--- src/design/mhpq_pkg.sv ---
// Shared constants, codes and controller/datapath interface types for the heap queue.
`default_nettype none

package mhpq_pkg;

    localparam int CAPACITY = 128;
    localparam int ADDR_W   = $clog2(CAPACITY);
    localparam int CNT_W    = $clog2(CAPACITY + 1);
    localparam int CHILD_W  = ADDR_W + 2;
    localparam int DATA_W   = 32;
    localparam int COUNT_W  = 8;

    localparam int IN_TDATA_W  = 32;
    localparam int IN_TUSER_W  = 1;
    localparam int OUT_TDATA_W = 48;
    localparam int OUT_TUSER_W = 2;

    typedef enum logic {
        MODE_INSERT = 1'b0,
        MODE_REMOVE = 1'b1
    } t_mode;

    typedef enum logic [1:0] {
        ST_DONE  = 2'd0,
        ST_FULL  = 2'd1,
        ST_EMPTY = 2'd2
    } t_status;

    typedef enum logic [1:0] {
        RD_PARENT,
        RD_LAST,
        RD_CHILD
    } t_rd_sel;

    typedef struct packed {
        logic    load;
        logic    set_status;
        t_status status_code;
        logic    start_up;
        logic    start_dn;
        t_rd_sel rd_sel;
        logic    take_last;
        logic    up_move;
        logic    dn_move;
        logic    wr_val;
        logic    inc_cnt;
        logic    emit;
    } t_cmd;

    typedef struct packed {
        t_mode mode;
        logic  full;
        logic  empty;
        logic  at_root;
        logic  up_gt;
        logic  dn_leaf;
        logic  dn_gt;
        logic  out_free;
    } t_stat;

endpackage

`default_nettype wire

--- src/design/mhpq_ctrl.sv ---
// Sequencer for insert/sift-up and remove/sift-down on the heap datapath.
`default_nettype none

module mhpq_ctrl (
    input  wire logic           i_clk,
    input  wire logic           i_rst_n,
    input  wire logic           i_in_valid,
    output logic                o_in_ready,
    input  wire mhpq_pkg::t_stat i_stat,
    output mhpq_pkg::t_cmd      o_cmd
);
    import mhpq_pkg::*;

    typedef enum logic [3:0] {
        S_IDLE,
        S_DECIDE,
        S_UP_RD,
        S_UP_CMP,
        S_DN_LAST,
        S_DN_TAKE,
        S_DN_RD,
        S_DN_CMP,
        S_FIN
    } t_state;

    t_state r_state;
    t_state n_state;

    always_ff @(posedge i_clk) begin
        if (!i_rst_n) begin
            r_state <= S_IDLE;
        end else begin
            r_state <= n_state;
        end
    end

    assign o_in_ready = (r_state == S_IDLE);

    always_comb begin
        n_state = r_state;
        o_cmd   = '0;
        case (r_state)
            S_IDLE: begin
                if (i_in_valid) begin
                    o_cmd.load = 1'b1;
                    n_state    = S_DECIDE;
                end
            end
            S_DECIDE: begin
                if (i_stat.mode == MODE_INSERT) begin
                    if (i_stat.full) begin
                        o_cmd.set_status  = 1'b1;
                        o_cmd.status_code = ST_FULL;
                        n_state           = S_FIN;
                    end else begin
                        o_cmd.start_up = 1'b1;
                        n_state        = S_UP_RD;
                    end
                end else begin
                    if (i_stat.empty) begin
                        o_cmd.set_status  = 1'b1;
                        o_cmd.status_code = ST_EMPTY;
                        n_state           = S_FIN;
                    end else begin
                        o_cmd.start_dn = 1'b1;
                        n_state        = S_DN_LAST;
                    end
                end
            end
            S_UP_RD: begin
                o_cmd.rd_sel = RD_PARENT;
                if (i_stat.at_root) begin
                    o_cmd.wr_val  = 1'b1;
                    o_cmd.inc_cnt = 1'b1;
                    n_state       = S_FIN;
                end else begin
                    n_state = S_UP_CMP;
                end
            end
            S_UP_CMP: begin
                if (i_stat.up_gt) begin
                    // pull parent down into the hole, climb one level
                    o_cmd.up_move = 1'b1;
                    n_state       = S_UP_RD;
                end else begin
                    o_cmd.wr_val  = 1'b1;
                    o_cmd.inc_cnt = 1'b1;
                    n_state       = S_FIN;
                end
            end
            S_DN_LAST: begin
                o_cmd.rd_sel = RD_LAST;
                n_state      = S_DN_TAKE;
            end
            S_DN_TAKE: begin
                o_cmd.take_last = 1'b1;
                // removing the only entry leaves nothing to place
                n_state = i_stat.empty ? S_FIN : S_DN_RD;
            end
            S_DN_RD: begin
                o_cmd.rd_sel = RD_CHILD;
                if (i_stat.dn_leaf) begin
                    o_cmd.wr_val = 1'b1;
                    n_state      = S_FIN;
                end else begin
                    n_state = S_DN_CMP;
                end
            end
            S_DN_CMP: begin
                if (i_stat.dn_gt) begin
                    o_cmd.dn_move = 1'b1;
                    n_state       = S_DN_RD;
                end else begin
                    o_cmd.wr_val = 1'b1;
                    n_state      = S_FIN;
                end
            end
            S_FIN: begin
                if (i_stat.out_free) begin
                    o_cmd.emit = 1'b1;
                    n_state    = S_IDLE;
                end
            end
            default: begin
                n_state = S_IDLE;
            end
        endcase
    end

endmodule

`default_nettype wire

--- config.mk ---
export PLATFORM = sky130hd
export DESIGN_NAME = mhpq_ctrl
export DESIGN_NICKNAME = d
export VERILOG_FILES = /design/src/design/mhpq_pkg.sv /design/src/design/mhpq_ctrl.sv
export SDC_FILE = /design/constraint.sdc
export NUM_CORES = 1
export LEC_CHECK = 0
export BUFFER_PORTS_ARGS = -buffer_cell sky130_fd_sc_hd__buf_2
export CORE_AREA = 4 4 41 43
export CTS_CLUSTER_SIZE = 25
export DETAILED_ROUTE_END_ITERATION = 8
export DIE_AREA = 0 0 45 47
export MAX_ROUTING_LAYER = met4
export SLEW_MARGIN = 20
export SYNTH_ARGS = -nofsm -noshare
export SYNTH_HDL_FRONTEND = slang
export SYNTH_SLANG_ARGS = --single-unit
--- constraint.sdc ---
create_clock -name i_clk -period 1.4 [get_ports i_clk]
set_input_delay 0.28 -clock i_clk [delete_from_list [all_inputs] [get_ports i_clk]]
set_output_delay 0.28 -clock i_clk [all_outputs]
set_load 0.03 [all_outputs]
==> results of run 1 <==
[power breakdown]
group          switching (µW)  internal, µW  leakage (µW)
combinational             191           201      0.000423
sequential               5.17           124     0.0000339
clock                    58.3          96.6     0.0000138
[cell usage after synthesis (all sizes together), types with 2 or more instances]
master  instances
nor3            6
nor3b           6
inv             5
nand2           5
buf             4
dfxtp           4
mux2i           4
nor2            3
o31a            2
or2             2
[layout by cell type, fill, tap and decap left out, types with 3 or more instances in the layout]
cell,count
buf_6,22
buf_4,18
buf_2,10
nor3_4,4
inv_1,4
nor3b_2,3
nand2_1,3
mux2i_1,3
clkbuf_4,3
dfxtp_2,3
[kinds of logic after synthesis]
family                 after synthesis  share of synthesized area (%)
AOI/OAI and AO/OA                    9                           17.3
buffers and inverters                9                           9.09
DFF                                  4                           19.4
muxes                                4                           9.70
and+or+nand+nor                     30                           44.5
[metrics by stage]
| stage | std cells | total power, µW | instance area, µm² | hold WS, ns | setup TNS (ns) |
|---|---|---|---|---|---|
| floorplan | 56 | 307 | 515 | 0.400 | -1.96 |
| global placement | 104 | 397 | 729 | 0.543 | -1.64 |
| detailed placement | 104 | 399 | 729 | 0.540 | -1.88 |
| CTS | 113 | 636 | 931 | 0.281 | -4.43 |
| global route | 122 | 726 | 1050 | 0.281 | -6.14 |
| finish | 122 | 676 | 1050 | 0.284 | -5.08 |
[final timing paths]
kind                endpoint  slack [ns]  cells after the start       start
hold reg to reg   r_state[0]        0.70                      3  r_state[0]
setup / recovery   o_cmd[12]       -0.52                      4  r_state[3]
hold / removal    r_state[1]        0.28                      2     i_rst_n
setup reg to reg  r_state[3]       -0.32                      7  r_state[3]
[repair_timing]
item                                    4_1_cts  5_1_grt
resized for setup                            43       16
endpoints found under the setup margin       19       18
pin swaps                                    11       13
buffers inserted                              6       11
[final cells by class]
| class | count | area [µm²] | share of cell area (%) |
|---|---|---|---|
| flip-flops and latches | 4 | 83.8 | 7.97 |
| repair buffers | 52 | 463 | 44.0 |
| multi-input cells | 43 | 445 | 42.3 |
| clock buffers | 3 | 22.5 | 2.14 |
| inverters | 5 | 18.8 | 1.78 |
| well taps | 15 | 18.8 | 1.78 |
[worst reg2reg max path, stage by stage (launching register included)]
cell and delay (ns):
dfxtp_1 0.30, or4b_4 0.59, nor3b_4 0.23, or2_4 0.15
buf_4 0.09, buf_4 0.09, buf_4 0.09, o31a_1 0.11
[routing by layer]
metal | global-route usage [%] | vias to the layer above | routed length, µm
li1 | - | 313 | -
met1 | 19.5 | 286 | 746
met2 | 31.4 | 24 | 839
met3 | 3.45 | 4 | 107
met4 | 10.5 | 0 | 51
met5 | - | - | 0
==> results.md, run 1 <==
* Outcome: complete, but fails checks
* Violated checks: negative setup slack
* IO Pins at 26
* DRT Wirelength at 1.75 mm
* Worst VDD drop at 0.000591 V
* Critical path's slowest cell: or4b_4
* Hold Crit Class: input pin to flop
* Leakage at 0.000470 µW
* Fin util at 80.9%
* Reg with most FFs: r_state
* Post-synth cell types at 27
* Clk slew on worst S/H paths at 0.04 ns
* Vias in the first global route at 597
* Cells after Synth at 56
* Syn_nets at 67
* Syn Area/Cell at 7.37 µm²
* Total Nets Final at 120
* Fin crit share at 137%
* CTS Root Cell: clkbuf_4
* Chip height at 47 µm
* Clk sink count at 4
* Die area at 2120 µm²
* Clock latency at the later pin of the worst-skew pair at 0.25 ns
* Ant. Diodes at 0
* Via count at 627
* Post-DP HPWL at 1.06 mm
* RSZ-0062 raised after global routing: true
* Critical Path Max Stage Delay at 0.59 ns
* Largest net degree at the start of global routing at 14
* Warnings, synthesis at 0
* Setup WS pre-CTS at -0.315 ns
* GRT Total Usage at 18.3%
* CP Launch Type: flop
* Mapped Area at 413 µm²
* WS Path Type: flop to output port
* Seq/Total Area, Yosys at 19.4%
* Pwr Density at 642 nW/µm²
* Setup violators final at 18
* DR WL/cell at 14.3 µm
* Async SR Flop Fraction at 0%
* Slew of the pin with the lowest slew margin at 0.306 ns
* Worst Clk Skew at 0.00777 ns
* Fill cells at 84
* Setup ws final at -0.523 ns
* Longest Clk Path Bufs at 2
* CP top delay family: simple AND/OR/NAND/NOR gates
* Yosys top cell area share at 19.4%
* Post-synth EDFFs at 0
* Max reg flops at 4
* Die width at 45 µm
* Gpl congestion at 0.740
* Critical-path cell list: or4b_4 -> nor3b_4 -> or2_4 -> buf_6
* Via/cell ratio at 5.14
* Ys flop type: dfxtp_1
* Crit path arrival time at 1.64 ns
* Count of buffers from port buffering at 25
* Total CTS buffers at 3
* Required @ worst endpoint at 1.12 ns
* Crit path capture type: output port
* First-pass GRT wire length at 2.61 mm
* Starting density of the core at 31.7%
* Share of cells above drive strength 1 at 75.7%
* Core area at 1300 µm²
* WP buf/inv at 1
* Area Growth Syn to Fin at 155%
* Initial antenna violation count at 0
* DRT Pass-1 Iters at 4
* Grt total ovfl at 0
* Area leader, netlist: dfxtp_1
* Synth Register Bits at 4
* Final hold violation count at 0
* Post-layout min period at 1.92 ns
* CTS tree: yes
* H-Tree Depth at 1
* Routed Antenna Nets at 0
* Post-route DRC at 0
* FP Rows at 13
* Max-cap violations at 0
* Worst slew margin at 79.3%
* Ranking of synthesized cells by area: dfxtp_1 19%, mux2i_1 9.7%, nor3b_1 9.1%, nor3_1 7.3%, inv_1 4.5%
* Worst-path fanout max at 4
* DRT iter0 DRCs at 5
* Fmax at 520 MHz
* Max-slew violations at 0
* Hold_buf cts at 0
* Largest regs: r_state (4)
No activity file was read; power rests on OpenSTA's default activity.
==> inputs of run 2 (changes only) <==
- CORE_AREA: 4 4 41 43 -> 3 3 40 42
- DIE_AREA: 0 0 45 47 -> 0 0 43 45
- clock period: 1.4 -> 2.4 ns (I/O delays scaled with it)
==> results.md, run 2 (synthesized netlist as in run 1, its figures left out) <==
* Outcome: completed
* Worst Clk Skew at 0.00227 ns (-0.00551 ns)
* Worst-path fanout max at 13 (+9)
* Largest regs: r_state (4)
* Reg with most FFs: r_state
* Gpl congestion at 0.706 (-4.6%)
* Total Nets Final at 94 (-22%)
* Final Instance Count excl. Fillers at 96 (-21%)
* Clk slew on worst S/H paths at 0.04 ns (about the same)
* R2R setup slack at 0.82 ns (+1.14 ns)
* IO Pins at 26 (unchanged)
* WP buf/inv at 1 (unchanged)
* Area Growth Syn to Fin at 37.6%
* Pwr Density at 472 nW/µm² (-26%)
* DRT iter0 DRCs at 9 (+4)
* Worst slew margin at 70.1% (-9.2 points)
* Share of cells above drive strength 1 at 42.0% (-34 points)
* Clock latency at the later pin of the worst-skew pair at 0.23 ns (-0.02 ns)
* DRT Wirelength at 1.14 mm (-34%)
* GRT Total Usage at 13.4% (-4.9 points)
* Critical path's slowest cell: or4b_4
* Register Area at 80.1 µm² (-4.5%)
* Max-cap violations at 0 (unchanged)
* GRT met3 Usage at 2.39% (-1.1 points)
* Hold Crit Class: input pin to flop
* Fin crit share at 93.7%
* Ant. Diodes at 0 (unchanged)
* Post-route DRC at 0 (unchanged)
* FP Rows at 13 (unchanged)
* Clk sink count at 4 (unchanged)
* CTS Root Cell: clkbuf_4
* Routed Antenna Nets at 0 (unchanged)
* Via/cell ratio at 5.03 (-2.1%)
* DRT Pass-1 Iters at 3 (-1)
* Count of buffers from port buffering at 25 (unchanged)
* Hold_buf cts at 0 (unchanged)
* Commonest non-fill, non-tap cells in the layout: 25 x buf_2, 6 x nor3_1, 5 x inv_1, 5 x nor3b_1, 5 x nand2_1
* Starting density of the core at 32.1% (+0.40 points)
* WS Path Type: flop to output port
* Required @ worst endpoint at 1.92 ns (+0.80 ns)
* CTS tree: yes
* GR Util met1 at 16.4% (-3.1 points)
* Max reg flops at 4 (unchanged)
* Setup violators final at 0 (-18)
* Worst VDD drop at 0.000245 V (-59%)
* Min Hold Slack at 0.502 ns (+0.218 ns)
* Post-DP HPWL at 892 µm (-16%)
* Met2 usage at 21.0% (-10 points)
* Final hold violation count at 0 (unchanged)
* Vias in the first global route at 448 (-25%)
* Critical Path Max Stage Delay at 0.61 ns (+0.02 ns)
* RSZ-0062 raised after global routing: false
* Fill cells at 139 (+65%)
* Post-layout min period at 2.25 ns
* GRT busiest layer: met2
* DR WL/cell at 11.9 µm (-17%)
* Die area at 1940 µm² (-8.5%)
* Via count at 483 (-23%)
* Placed Cells at 93 (-11%)
* Resized cells post-CTS at 0 (-100%)
* Max-slew violations at 0 (unchanged)
* Largest net degree at the start of global routing at 15 (+1)
* Core area at 1280 µm² (-1.3%)
* Slew of the pin with the lowest slew margin at 0.442 ns (+0.136 ns)
* Total CTS buffers at 3 (unchanged)
* CP top delay family: simple AND/OR/NAND/NOR gates
* Initial antenna violation count at 0 (unchanged)
* Longest Clk Path Bufs at 2 (unchanged)
* Crit path capture type: output port
* Chip height at 45 µm (-4.3%)
* Post-CTS setup buffers at 0 (-6)
* Grt total ovfl at 0 (unchanged)
* Total Neg Setup Slack at 0 ns (+5.08 ns)
* Crit path arrival time at 1.77 ns (+0.13 ns)
* CP Launch Type: flop
* Leakage at 0.000279 µW (-41%)
* H-Tree Depth at 1 (unchanged)
* Fmax at 445 MHz
* Die width at 43 µm (-4.4%)
* First-pass GRT wire length at 1.93 mm (-26%)
* Commonest non-fill, non-tap cell in the layout: buf_2
* Critical-path cell list: or4b_4 -> nor3b_2 -> or2_2 -> buf_2
* Area of the multi-input gates at 295 µm² (-34%)
## run 2: worst paths after layout
path	startpoint	to	depth (start not counted)
setup / recovery	r_state[3]	o_cmd[12]	4
hold / removal	i_rst_n	r_state[1]	2
setup reg to reg	r_state[3]	r_state[3]	4
hold reg to reg	r_state[0]	r_state[0]	2
## run 2: where the power goes
group / switching (µW) / internal [µW] / leakage [µW]
clock: 25.2 / 55.8 / 0.0000138
combinational: 64.3 / 41.8 / 0.000232
sequential: 9.45 / 71.7 / 0.0000326
## run 2: layout make-up
class	instances	area share, %
clock buffer	3	3.96
inverter	5	3.30
multi-input combinational	43	52.0
sequential	4	14.1
tap	15	3.30
timing repair buffer	26	23.3
## run 2: stage by stage
stage / util (%) / setup slack (ns) / total power [µW] / cell area, µm²
3_3_place_gp: 42.5 / 0.416 / 188 / 546
5_1_grt: 44.2 / 0.0573 / 286 / 568
3_5_place_dp: 42.5 / 0.400 / 188 / 546
6_report: 44.2 / 0.150 / 268 / 568
2_1_floorplan: - / 0.0787 / 155 / 413
4_1_cts: 44.2 / 0.143 / 275 / 568
## run 2: routing by layer
layer / wire length [µm] / part of all wire (%) / vias to the layer above
met5: 0 / 0 / -
met3: 75 / 6.6 / 0
li1: - / - / 257
met2: 552 / 48 / 11
met4: 0 / 0 / 0
met1: 516 / 45 / 215
## run 2: worst reg2reg max path, stage by stage (launching register included)
cell     delay, ns
dfxtp_1       0.57
or4b_4        0.24
nor2_1        0.06
or2_2         0.30
o31a_1        0.29
